## config.mk

```make
export PLATFORM = sky130hd
export DESIGN_NAME = srecord_object_emitter
export DESIGN_NICKNAME = d
export VERILOG_FILES = /design/src/design/srec_pkg.sv /design/src/design/srec_front.sv /design/src/design/srec_jobq.sv /design/src/design/srec_back.sv /design/src/design/srecord_object_emitter.sv
export SDC_FILE = /design/constraint.sdc
export NUM_CORES = 1
export LEC_CHECK = 0
export BUFFER_PORTS_ARGS = -buffer_cell sky130_fd_sc_hd__buf_2
export CORE_ASPECT_RATIO = 0.75
export CORE_MARGIN = 1.5
export CORE_UTILIZATION = 60
export CTS_CLUSTER_DIAMETER = 100
export DETAILED_ROUTE_END_ITERATION = 10
export HOLD_SLACK_MARGIN = 0.12
export PLACE_DENSITY_LB_ADDON = 0.2
export SLEW_MARGIN = 10
export SYNTH_ARGS = -nofsm -noshare
export SYNTH_HDL_FRONTEND = slang
export SYNTH_SLANG_ARGS = --single-unit
```

## constraint.sdc

```tcl
create_clock -name clk -period 6.2 [get_ports clk]
set_input_delay 0.31 -clock clk [delete_from_list [all_inputs] [get_ports clk]]
set_output_delay 0.31 -clock clk [all_outputs]
set_load 0.01 [all_outputs]
```

## src/design/srec_pkg.sv

```systemverilog
// Shared types, constants and character helpers for the S-record emitter.
// Depends on nothing; every other design file imports it.
`default_nettype none
package srec_pkg;

  localparam int ADDR_W     = 24;
  localparam int CNT_W      = 5;
  localparam int BUF_DEPTH  = 16;
  localparam int IDX_W      = 4;
  localparam int JOBQ_DEPTH = 2;
  localparam int JOBQ_PTR_W = $clog2(JOBQ_DEPTH);
  localparam int PADDR_W    = 3;
  localparam int HDR_LEN    = 11;
  localparam int TRL_LEN    = 9;

  localparam logic REG_IDX_OUTPUT_ENABLE = 1'b0;

  localparam logic [7:0] CH_S  = 8'h53;
  localparam logic [7:0] CH_1  = 8'h31;
  localparam logic [7:0] CH_2  = 8'h32;
  localparam logic [7:0] CH_NL = 8'h0A;

  typedef enum logic [1:0] {
    CMD_DATA  = 2'd0,
    CMD_SYNC  = 2'd1,
    CMD_OPEN  = 2'd2,
    CMD_CLOSE = 2'd3
  } cmd_t;

  typedef enum logic [1:0] {
    JOB_RECORD,
    JOB_HEADER,
    JOB_TRAILER,
    JOB_RECORD_TRAILER
  } job_kind_t;

  typedef enum logic [3:0] {
    PH_IDLE,
    PH_S,
    PH_TYPE,
    PH_CNT,
    PH_ADDR,
    PH_DATA,
    PH_CHK,
    PH_NL,
    PH_TEXT
  } phase_t;

  typedef struct packed {
    cmd_t              command;
    logic [7:0]        data_byte;
    logic              first_of_statement;
    logic [ADDR_W-1:0] line_address;
  } srec_in_t;

  typedef struct packed {
    logic [7:0] out_char;
    logic       last_char;
  } srec_out_t;

  typedef struct packed {
    job_kind_t         kind;
    logic              bank;
    logic [CNT_W-1:0]  count;
    logic              wide;
    logic [ADDR_W-1:0] address;
    logic [7:0]        reclen;
    logic [7:0]        chk;
  } job_t;

  typedef struct packed {
    logic             en;
    logic             bank;
    logic [IDX_W-1:0] idx;
    logic [7:0]       data;
  } bufwr_t;

  typedef struct packed {
    logic en;
    logic bank;
  } release_t;

  function automatic logic [7:0] hex_char(input logic [3:0] v);
    logic [7:0] wide_v;
    wide_v = {4'h0, v};
    return (v > 4'd9) ? wide_v + 8'd55 : wide_v + 8'd48;
  endfunction

  // "S0030000FC" followed by a newline.
  function automatic logic [7:0] hdr_char(input logic [IDX_W-1:0] i);
    logic [7:0] c;
    case (i)
      4'd0:    c = 8'h53;
      4'd1:    c = 8'h30;
      4'd2:    c = 8'h30;
      4'd3:    c = 8'h33;
      4'd4:    c = 8'h30;
      4'd5:    c = 8'h30;
      4'd6:    c = 8'h30;
      4'd7:    c = 8'h30;
      4'd8:    c = 8'h46;
      4'd9:    c = 8'h43;
      default: c = CH_NL;
    endcase
    return c;
  endfunction

  // "S9020000" followed by a newline.
  function automatic logic [7:0] trl_char(input logic [IDX_W-1:0] i);
    logic [7:0] c;
    case (i)
      4'd0:    c = 8'h53;
      4'd1:    c = 8'h39;
      4'd2:    c = 8'h30;
      4'd3:    c = 8'h32;
      4'd4:    c = 8'h30;
      4'd5:    c = 8'h30;
      4'd6:    c = 8'h30;
      4'd7:    c = 8'h30;
      default: c = CH_NL;
    endcase
    return c;
  endfunction

endpackage
`default_nettype wire

```

## src/design/srec_front.sv

```systemverilog
// Front end: takes input beats, keeps the open record state and issues jobs.
// Depends on srec_pkg.
`default_nettype none
module srec_front #(
  parameter int RECORD_BYTES = 16
) (
  input  wire                clk,
  input  wire                rst,
  input  wire                output_enable,
  input  wire                push,
  input  srec_pkg::srec_in_t item,
  output logic               full,
  output srec_pkg::job_t     job,
  output logic               job_push,
  input  wire                job_full,
  output srec_pkg::bufwr_t   bufwr,
  input  srec_pkg::release_t rel
);
  import srec_pkg::*;

  localparam logic [CNT_W-1:0] REC_LIM = CNT_W'(RECORD_BYTES);

  logic [CNT_W-1:0]  byte_count, byte_count_next;
  logic [ADDR_W-1:0] record_address, record_address_next;
  logic [7:0]        checksum_sum, checksum_sum_next;
  logic [ADDR_W-1:0] statement_offset, statement_offset_next;
  logic              wbank, wbank_next;
  logic [1:0]        bank_busy, bank_busy_next;

  logic              act;
  logic [ADDR_W-1:0] off_base, off_new;
  logic [7:0]        sum_new;
  logic [CNT_W-1:0]  cnt_new;
  logic [CNT_W-1:0]  fl_cnt;
  logic [7:0]        fl_sum;
  logic [7:0]        addr_sum;
  logic              wide;
  logic              flip;

  assign full = job_full || bank_busy[wbank];
  assign act  = push && !full && output_enable;

  always_comb begin
    off_base = item.first_of_statement ? '0 : statement_offset;
    off_new  = off_base + ADDR_W'(1);
    sum_new  = checksum_sum + item.data_byte;
    cnt_new  = byte_count + CNT_W'(1);
    wide     = |record_address[ADDR_W-1:16];
    addr_sum = record_address[23:16] + record_address[15:8] + record_address[7:0];

    // Data beats flush with their own byte included; sync and close flush as held.
    fl_cnt = (item.command == CMD_DATA) ? cnt_new : byte_count;
    fl_sum = (item.command == CMD_DATA) ? sum_new : checksum_sum;

    job.kind    = JOB_RECORD;
    job.bank    = wbank;
    job.count   = fl_cnt;
    job.wide    = wide;
    job.address = record_address;
    job.reclen  = 8'(fl_cnt) + (wide ? 8'd4 : 8'd3);
    job.chk     = 8'hFF - (addr_sum + fl_sum + job.reclen);
    job_push    = 1'b0;
    flip        = 1'b0;

    bufwr.en   = 1'b0;
    bufwr.bank = wbank;
    bufwr.idx  = byte_count[IDX_W-1:0];
    bufwr.data = item.data_byte;

    byte_count_next       = byte_count;
    record_address_next   = record_address;
    checksum_sum_next     = checksum_sum;
    statement_offset_next = statement_offset;

    if (act) begin
      unique case (item.command)
        CMD_DATA: begin
          bufwr.en              = 1'b1;
          statement_offset_next = off_new;
          if (cnt_new >= REC_LIM) begin
            job_push            = 1'b1;
            flip                = 1'b1;
            record_address_next = item.line_address + off_new;
            checksum_sum_next   = '0;
            byte_count_next     = '0;
          end else begin
            byte_count_next   = cnt_new;
            checksum_sum_next = sum_new;
          end
        end
        CMD_SYNC: begin
          job_push            = (byte_count != '0);
          flip                = (byte_count != '0);
          record_address_next = item.line_address;
          checksum_sum_next   = '0;
          byte_count_next     = '0;
        end
        CMD_OPEN: begin
          job.kind            = JOB_HEADER;
          job_push            = 1'b1;
          record_address_next = item.line_address;
          checksum_sum_next   = '0;
          byte_count_next     = '0;
        end
        CMD_CLOSE: begin
          job.kind            = (byte_count != '0) ? JOB_RECORD_TRAILER : JOB_TRAILER;
          job_push            = 1'b1;
          flip                = (byte_count != '0);
          record_address_next = item.line_address;
          checksum_sum_next   = '0;
          byte_count_next     = '0;
        end
      endcase
    end

    wbank_next     = flip ? ~wbank : wbank;
    bank_busy_next = bank_busy;
    if (rel.en) begin
      bank_busy_next[rel.bank] = 1'b0;
    end
    if (flip) begin
      bank_busy_next[wbank] = 1'b1;
    end
  end

  always_ff @(posedge clk) begin
    if (rst) begin
      byte_count       <= '0;
      record_address   <= '0;
      checksum_sum     <= '0;
      statement_offset <= '0;
      wbank            <= 1'b0;
      bank_busy        <= '0;
    end else begin
      byte_count       <= byte_count_next;
      record_address   <= record_address_next;
      checksum_sum     <= checksum_sum_next;
      statement_offset <= statement_offset_next;
      wbank            <= wbank_next;
      bank_busy        <= bank_busy_next;
    end
  end

endmodule
`default_nettype wire

```

## src/design/srec_jobq.sv

```systemverilog
// Short job queue that decouples the front end from the character back end.
// Depends on srec_pkg.
`default_nettype none
module srec_jobq (
  input  wire             clk,
  input  wire             rst,
  input  wire             push,
  input  srec_pkg::job_t  din,
  output logic            full,
  input  wire             pop,
  output srec_pkg::job_t  dout,
  output logic            empty
);
  import srec_pkg::*;

  job_t                  slots [JOBQ_DEPTH];
  logic [JOBQ_PTR_W-1:0] wr_ptr, rd_ptr;
  logic [JOBQ_PTR_W:0]   fill;
  logic                  do_push, do_pop;

  assign full    = (fill == (JOBQ_PTR_W+1)'(JOBQ_DEPTH));
  assign empty   = (fill == '0);
  assign do_push = push && !full;
  assign do_pop  = pop && !empty;
  assign dout    = slots[rd_ptr];

  always_ff @(posedge clk) begin
    if (do_push) begin
      slots[wr_ptr] <= din;
    end
  end

  always_ff @(posedge clk) begin
    if (rst) begin
      wr_ptr <= '0;
      rd_ptr <= '0;
      fill   <= '0;
    end else begin
      if (do_push) begin
        wr_ptr <= wr_ptr + JOBQ_PTR_W'(1);
      end
      if (do_pop) begin
        rd_ptr <= rd_ptr + JOBQ_PTR_W'(1);
      end
      if (do_push && !do_pop) begin
        fill <= fill + (JOBQ_PTR_W+1)'(1);
      end else if (do_pop && !do_push) begin
        fill <= fill - (JOBQ_PTR_W+1)'(1);
      end
    end
  end

endmodule
`default_nettype wire

```

## src/design/srec_back.sv

```systemverilog
// Back end: holds the two record banks and spells each job out as ASCII text.
// Depends on srec_pkg.
`default_nettype none
module srec_back (
  input  wire                 clk,
  input  wire                 rst,
  input  srec_pkg::bufwr_t    bufwr,
  input  srec_pkg::job_t      job,
  input  wire                 q_empty,
  output logic                q_pop,
  output srec_pkg::release_t  rel,
  output srec_pkg::srec_out_t result,
  output logic                empty,
  input  wire                 pop
);
  import srec_pkg::*;

  logic [7:0] rec_mem [2][BUF_DEPTH];

  phase_t           phase, phase_next;
  job_t             cur, cur_next;
  logic             nib, nib_next;
  logic [IDX_W-1:0] idx, idx_next;
  logic             ov, ov_next;
  logic [7:0]       oc, oc_next;
  logic             ol, ol_next;
  logic [7:0]       rd_byte;

  logic             can_emit;
  logic             emit;
  logic [7:0]       ch;
  logic             last;
  logic [7:0]       hex_byte;
  logic             is_hdr;
  logic             text_end;
  logic             data_end;

  // The byte at the next cycle's bank and index is fetched at every edge. A
  // bank is never written while a job is reading it out.
  always_ff @(posedge clk) begin
    if (bufwr.en) begin
      rec_mem[bufwr.bank][bufwr.idx] <= bufwr.data;
    end
    rd_byte <= rec_mem[cur_next.bank][idx_next];
  end

  always_comb begin
    can_emit = !ov || pop;
    is_hdr   = (cur.kind == JOB_HEADER);
    text_end = is_hdr ? (idx == IDX_W'(HDR_LEN - 1)) : (idx == IDX_W'(TRL_LEN - 1));
    data_end = ((CNT_W'(idx) + CNT_W'(1)) == cur.count);

    case (phase)
      PH_CNT:  hex_byte = cur.reclen;
      PH_ADDR: hex_byte = (idx == IDX_W'(2)) ? cur.address[23:16] :
                          (idx == IDX_W'(1)) ? cur.address[15:8] : cur.address[7:0];
      PH_DATA: hex_byte = rd_byte;
      default: hex_byte = cur.chk;
    endcase

    phase_next = phase;
    cur_next   = cur;
    nib_next   = nib;
    idx_next   = idx;
    q_pop      = 1'b0;
    rel.en     = 1'b0;
    rel.bank   = cur.bank;
    emit       = 1'b0;
    last       = 1'b0;
    ch         = hex_char(nib ? hex_byte[3:0] : hex_byte[7:4]);

    unique case (phase)
      PH_IDLE: begin
        if (!q_empty) begin
          q_pop    = 1'b1;
          cur_next = job;
          idx_next = '0;
          nib_next = 1'b0;
          phase_next = (job.kind == JOB_HEADER || job.kind == JOB_TRAILER) ?
                       PH_TEXT : PH_S;
        end
      end
      PH_S: begin
        ch = CH_S;
        if (can_emit) begin
          emit       = 1'b1;
          phase_next = PH_TYPE;
        end
      end
      PH_TYPE: begin
        ch = cur.wide ? CH_2 : CH_1;
        if (can_emit) begin
          emit       = 1'b1;
          nib_next   = 1'b0;
          phase_next = PH_CNT;
        end
      end
      PH_CNT: begin
        if (can_emit) begin
          emit     = 1'b1;
          nib_next = ~nib;
          if (nib) begin
            idx_next   = cur.wide ? IDX_W'(2) : IDX_W'(1);
            phase_next = PH_ADDR;
          end
        end
      end
      PH_ADDR: begin
        if (can_emit) begin
          emit     = 1'b1;
          nib_next = ~nib;
          if (nib) begin
            if (idx == '0) begin
              phase_next = PH_DATA;
            end else begin
              idx_next = idx - IDX_W'(1);
            end
          end
        end
      end
      PH_DATA: begin
        if (can_emit) begin
          emit     = 1'b1;
          nib_next = ~nib;
          if (nib) begin
            if (data_end) begin
              // The last data byte is now in the output register; hand the bank back.
              rel.en     = 1'b1;
              phase_next = PH_CHK;
            end else begin
              idx_next = idx + IDX_W'(1);
            end
          end
        end
      end
      PH_CHK: begin
        if (can_emit) begin
          emit     = 1'b1;
          nib_next = ~nib;
          if (nib) begin
            phase_next = PH_NL;
          end
        end
      end
      PH_NL: begin
        ch   = CH_NL;
        last = (cur.kind == JOB_RECORD);
        if (can_emit) begin
          emit     = 1'b1;
          idx_next = '0;
          phase_next = (cur.kind == JOB_RECORD_TRAILER) ? PH_TEXT : PH_IDLE;
        end
      end
      PH_TEXT: begin
        ch   = is_hdr ? hdr_char(idx) : trl_char(idx);
        last = text_end;
        if (can_emit) begin
          emit = 1'b1;
          if (text_end) begin
            phase_next = PH_IDLE;
          end else begin
            idx_next = idx + IDX_W'(1);
          end
        end
      end
      default: begin
        phase_next = PH_IDLE;
      end
    endcase

    ov_next = ov;
    oc_next = oc;
    ol_next = ol;
    if (emit) begin
      ov_next = 1'b1;
      oc_next = ch;
      ol_next = last;
    end else if (pop) begin
      ov_next = 1'b0;
    end
  end

  always_ff @(posedge clk) begin
    if (rst) begin
      phase <= PH_IDLE;
      ov    <= 1'b0;
    end else begin
      phase <= phase_next;
      ov    <= ov_next;
    end
  end

  always_ff @(posedge clk) begin
    cur <= cur_next;
    nib <= nib_next;
    idx <= idx_next;
    oc  <= oc_next;
    ol  <= ol_next;
  end

  assign empty           = !ov;
  assign result.out_char  = oc;
  assign result.last_char = ol;

endmodule
`default_nettype wire

```

## src/design/srecord_object_emitter.sv

```systemverilog
// Top level of the S-record emitter: configuration register, front end,
// job queue and character back end. Depends on srec_pkg and the srec_* modules.
//
//   Channel   Handshake              Payload
//   --------  ---------------------  ---------------------------------------
//   input     push / full            item   (command, data_byte, flags, address)
//   result    pop / empty            result (out_char, last_char)
//   config    psel/penable/pready    paddr, pwdata, pwrite, prdata
//
// The front end takes one input beat per cycle while full is low and updates
// the open record in that same cycle. A flush becomes a job in a two-entry
// queue; the back end sends one character per cycle as long as results are
// popped. A record of n data bytes is 2n+11 characters (S1) or 2n+13 (S2),
// the header 11 and the trailer 9. Each job is loaded from the queue before
// its first character is sent, and a trailer behind a flushed record shares
// that record's job. Two record banks let the front end fill the next record
// while the back end reads out the previous one; full rises while the current
// bank is still being read out or the queue is full.
// Reset is synchronous and needs no clearing pass: output is enabled and the
// record is empty. A stalled result holds in the output register.
`default_nettype none
module srecord_object_emitter #(
  parameter int RECORD_BYTES = 16
) (
  input  wire                          clk,
  input  wire                          rst,
  input  wire                          push,
  output logic                         full,
  input  srec_pkg::srec_in_t           item,
  output logic                         empty,
  input  wire                          pop,
  output srec_pkg::srec_out_t          result,
  input  wire                          psel,
  input  wire                          penable,
  input  wire                          pwrite,
  input  wire [srec_pkg::PADDR_W-1:0]  paddr,
  input  wire [31:0]                   pwdata,
  output logic [31:0]                  prdata,
  output logic                         pready
);
  import srec_pkg::*;

  logic     output_enable;
  logic     reg_sel;
  job_t     fq_job, qb_job;
  logic     fq_push, q_full, q_empty, q_pop;
  bufwr_t   bufwr;
  release_t rel;

  // Only bit 2 of the address picks a register; the low bits are byte lanes.
  assign pready  = 1'b1;
  assign reg_sel = (paddr[PADDR_W-1] == REG_IDX_OUTPUT_ENABLE);
  assign prdata  = reg_sel ? {31'b0, output_enable} : 32'b0;

  always_ff @(posedge clk) begin
    if (rst) begin
      output_enable <= 1'b1;
    end else if (psel && penable && pwrite && pready && reg_sel) begin
      output_enable <= pwdata[0];
    end
  end

  // While output is disabled the front end still takes beats but drops them.
  srec_front #(
    .RECORD_BYTES(RECORD_BYTES)
  ) u_front (
    .clk           (clk),
    .rst           (rst),
    .output_enable (output_enable),
    .push          (push),
    .item          (item),
    .full          (full),
    .job           (fq_job),
    .job_push      (fq_push),
    .job_full      (q_full),
    .bufwr         (bufwr),
    .rel           (rel)
  );

  srec_jobq u_jobq (
    .clk   (clk),
    .rst   (rst),
    .push  (fq_push),
    .din   (fq_job),
    .full  (q_full),
    .pop   (q_pop),
    .dout  (qb_job),
    .empty (q_empty)
  );

  // The back end owns the record banks and releases a bank once its last
  // data byte has been turned into text.
  srec_back u_back (
    .clk     (clk),
    .rst     (rst),
    .bufwr   (bufwr),
    .job     (qb_job),
    .q_empty (q_empty),
    .q_pop   (q_pop),
    .rel     (rel),
    .result  (result),
    .empty   (empty),
    .pop     (pop)
  );

endmodule
`default_nettype wire
```

==> metrics.md <==
| Metric | Value |
|---|---|
| Routed Antenna Nets | 0 |
| Synth cell types | 84 |
| Avg Inst Size Synth | 12.0 um^2 |
| Endpoints failing setup | 0 |
| DP HPWL | 36.1 mm |
| Pin count of the biggest net entering global routing | 76 |
| Initial antenna violation count | 2 |
| FILL cells | 2873 |
| Leakage | 9.56 nW |
| Post-Place Cells | 2484 |
| Final Skew | 0.0179 ns |
| CTS tree | built |
| VDD IR max | 284 uV |
| TritonRoute pass-1 iters | 5 |
| P&R area growth vs syn | 8.64% |
| Most frequent cells in the layout | edfxtp_1 (405), nand2_1 (270), nor2_1 (161), mux2i_1 (108), dfxtp_1 (99) |
| Mapped cell area | 0.0239 mm^2 |
| Met3 Use GR | 4.97% |
| Status | finished clean |
| Setup bufs post-CTS | 0 |
| Slew headroom | 26.6% |
| Max Root-Sink Buffers | 3 |
| Routed wire length per instance | 20.8 um |
| Number of port buffers | 54 |
| Full die area | 0.0411 mm^2 |
| GR peak layer | met1 |
| Worst-path fanout max | 6 |
| Most common cell after layout, fill and taps aside | edfxtp_1 |
| Post-cts sizing count | 0 |
| Gate Count Post-Synth | 1990 |
| Max Slew Vio Count | 0 |
| Clk_lat worst skew | 0.59 ns |
| First DRT Iteration DRCs | 1487 |
| Clock tree sinks | 505 |
| Synth warn | 0 |
| Most common flop cell mapped by yosys | edfxtp_1 |
| FFs w/ async S/R, synth | 0% |
| Cell taking the most area after synthesis | edfxtp_1 |
| RSZ-0062 raised after global routing | no |
| Fin crit share | 81.1% |
| Crit. End Element | flop |
| Startpoint types | flop |
| First-pass GRT wire length | 83.2 mm |
| Area contributors post-synth | edfxtp_1 (51%), dfxtp_1 (8.4%), mux2i_1 (4.6%), nand2_1 (4.2%), ha_1 (3.0%) |
| Hold buffers post-CTS | 13 |
| Slew @ Worst Pin | 1.10 ns |
| PD cells | 440 mW/mm^2 |
| Vias in the first global route | 14.5k |
| Maximum clock frequency | 199 MHz |
| Clock transition at path regs | 0.06 ns |
| Max-Cap Viols | 0 |
| Met2 GRT Util | 38.2% |
| Nets | 2185 |
| Tot GR Track Use | 26.5% |
| Hold Path Class | in -> reg |
| Required time of the worst setup path | 6.52 ns |
| WL final | 53.8 mm |
| Minimum clock period | 5.03 ns |
| Register area share after synthesis | 59.3% |
| Crit Path Class | reg -> reg |
| Setup TNS | 0 ns |
| Row Count | 63 |
| Clock Tree Root | clkbuf_16 |
| Via count | 15.5k |
| DRC | 0 |
| Io pins | 121 |
| Die Span X | 233 um |
| Non-filler cells, final | 2586 |
| Worst setup margin | 1.17 ns |
| Final hold vios | 0 |
| EDFF count, synth | 405 |
| Share of layout cells above drive strength 1 | 11.2% |
| Crit path DAT | 5.35 ns |
| Num CTS Buffers | 48 |
| Core area | 0.0394 mm^2 |
| Vias per std cell | 5.98 |
| H-tree depth | 2 |
| GPL Wtd Cong | 0.909 |
| Global route overflow | 0 |
| Share of the synthesized area in the top cell type | 50.9% |
| Met1 usage | 41.8% |
| Height of the die | 176 um |
| Dpl ws | 1.13 ns |
| Initial core utilization | 60.6% |
| Yosys reg bits | 505 |
[routing by layer]
metal | wire length (um) | share of wire (%) | vias to the layer above
li1 | - | - | 7252
met1 | 25500 | 47 | 7590
met2 | 23300 | 43 | 549
met3 | 4110 | 7.6 | 65
met4 | 920 | 1.7 | 0
met5 | 0 | 0 | -
[report_power, final]
part           internal (mW)  switching [mW]  total [mW]  leakage (nW)
registers               4.24           0.259        4.50          4.51
clock network           1.49            1.25        2.74         0.705
logic                   1.61            2.57        4.18          4.35
[synthesized netlist by cell type (11+ instances only)]
cell type,n
nand2_1,270
a22oi_1,21
nand3_1,33
and3_1,32
nand2b_1,11
xor2_1,32
inv_1,62
buf_4,36
mux2_2,64
a311oi_1,23
nor3b_1,11
a21o_1,16
nor3_1,26
a31oi_1,15
a21oi_1,98
o211ai_1,19
clkbuf_1,58
a211oi_1,14
edfxtp_1,405
mux2i_1,109
dfxtp_1,100
o21ai_0,54
fa_1,23
buf_2,24
nor2_1,163
ha_1,58
xnor2_1,52
[final timing paths]
kind / from / end / slack, ns / depth (start not counted)
worst min register to register: u_front.bank_busy[0] / u_front.bank_busy[0] / 0.48 / 2
worst max register to register: u_front.record_address[18] / u_jobq.slots[1][7] / 1.17 / 20
worst min-delay path: item[10] / u_front.record_address[10] / 0.15 / 3
worst max-delay path: u_front.record_address[18] / u_jobq.slots[1][7] / 1.17 / 20
[sequential cells by signal (all words and copies together), names as in the netlist, 2 cells and up, named ones only]
name and cells:
u_jobq.fill 2, u_back.cur 46, u_front.statement_offset 24, u_back.idx 4, u_back.phase 4, u_back.rec_mem 256, u_front.bank_busy 2, u_front.byte_count 5
u_back.rd_byte 8, u_back.oc 7, u_front.record_address 24, u_front.checksum_sum 8, u_jobq.slots 94
[stage by stage]
step	area, um^2	util [%]	power (mW)	hold WS (ns)
final	26000	65.9	11.4	0.155
after global routing	26000	65.9	12.0	0.149
after detailed placement	24400	61.8	8.69	0.466
after floorplan	24000	-	7.64	0.409
after global placement	24400	61.8	8.56	0.459
after CTS	26000	65.9	11.4	0.125
[cell type report]
class	instances	area (um^2)	area share (%)
flip-flops and latches	505	14200	54.6
inverters	66	251	0.969
clock buffers	62	1250	4.83
well taps	520	651	2.51
repair buffers	89	578	2.23
clock inverters	26	204	0.785
diodes	1	2.50	0.00964
multi-input cells	1317	8860	34.1
[worst max-delay path, stage by stage, from the launching register on]
cell and delay, ns:
dfxtp_1 0.44, nor4_1 0.35, nand2_1 0.26, inv_1 0.15, ha_1 0.18, inv_1 0.05
fa_1 0.49, fa_1 0.51, inv_1 0.06, fa_1 0.54, inv_1 0.07, ha_1 0.29
o21ai_0 0.07, nand2b_1 0.09, a21oi_1 0.25, o21bai_1 0.10, a21o_1 0.21, a21o_1 0.19
a21oi_1 0.18, xnor2_1 0.15, xnor2_1 0.11
[logic make-up after synthesis]
logic type	synth area share [%]
other	0.0314
adder cells (fa/ha/maj)	4.96
AO/OA/AOI/OAI	9.14
AND/OR/NAND/NOR	11.7
flip-flops	59.3
multiplexers	7.58
XOR/XNOR	3.08
buffers and inverters	4.27
(Power assumes the default switching activity.)
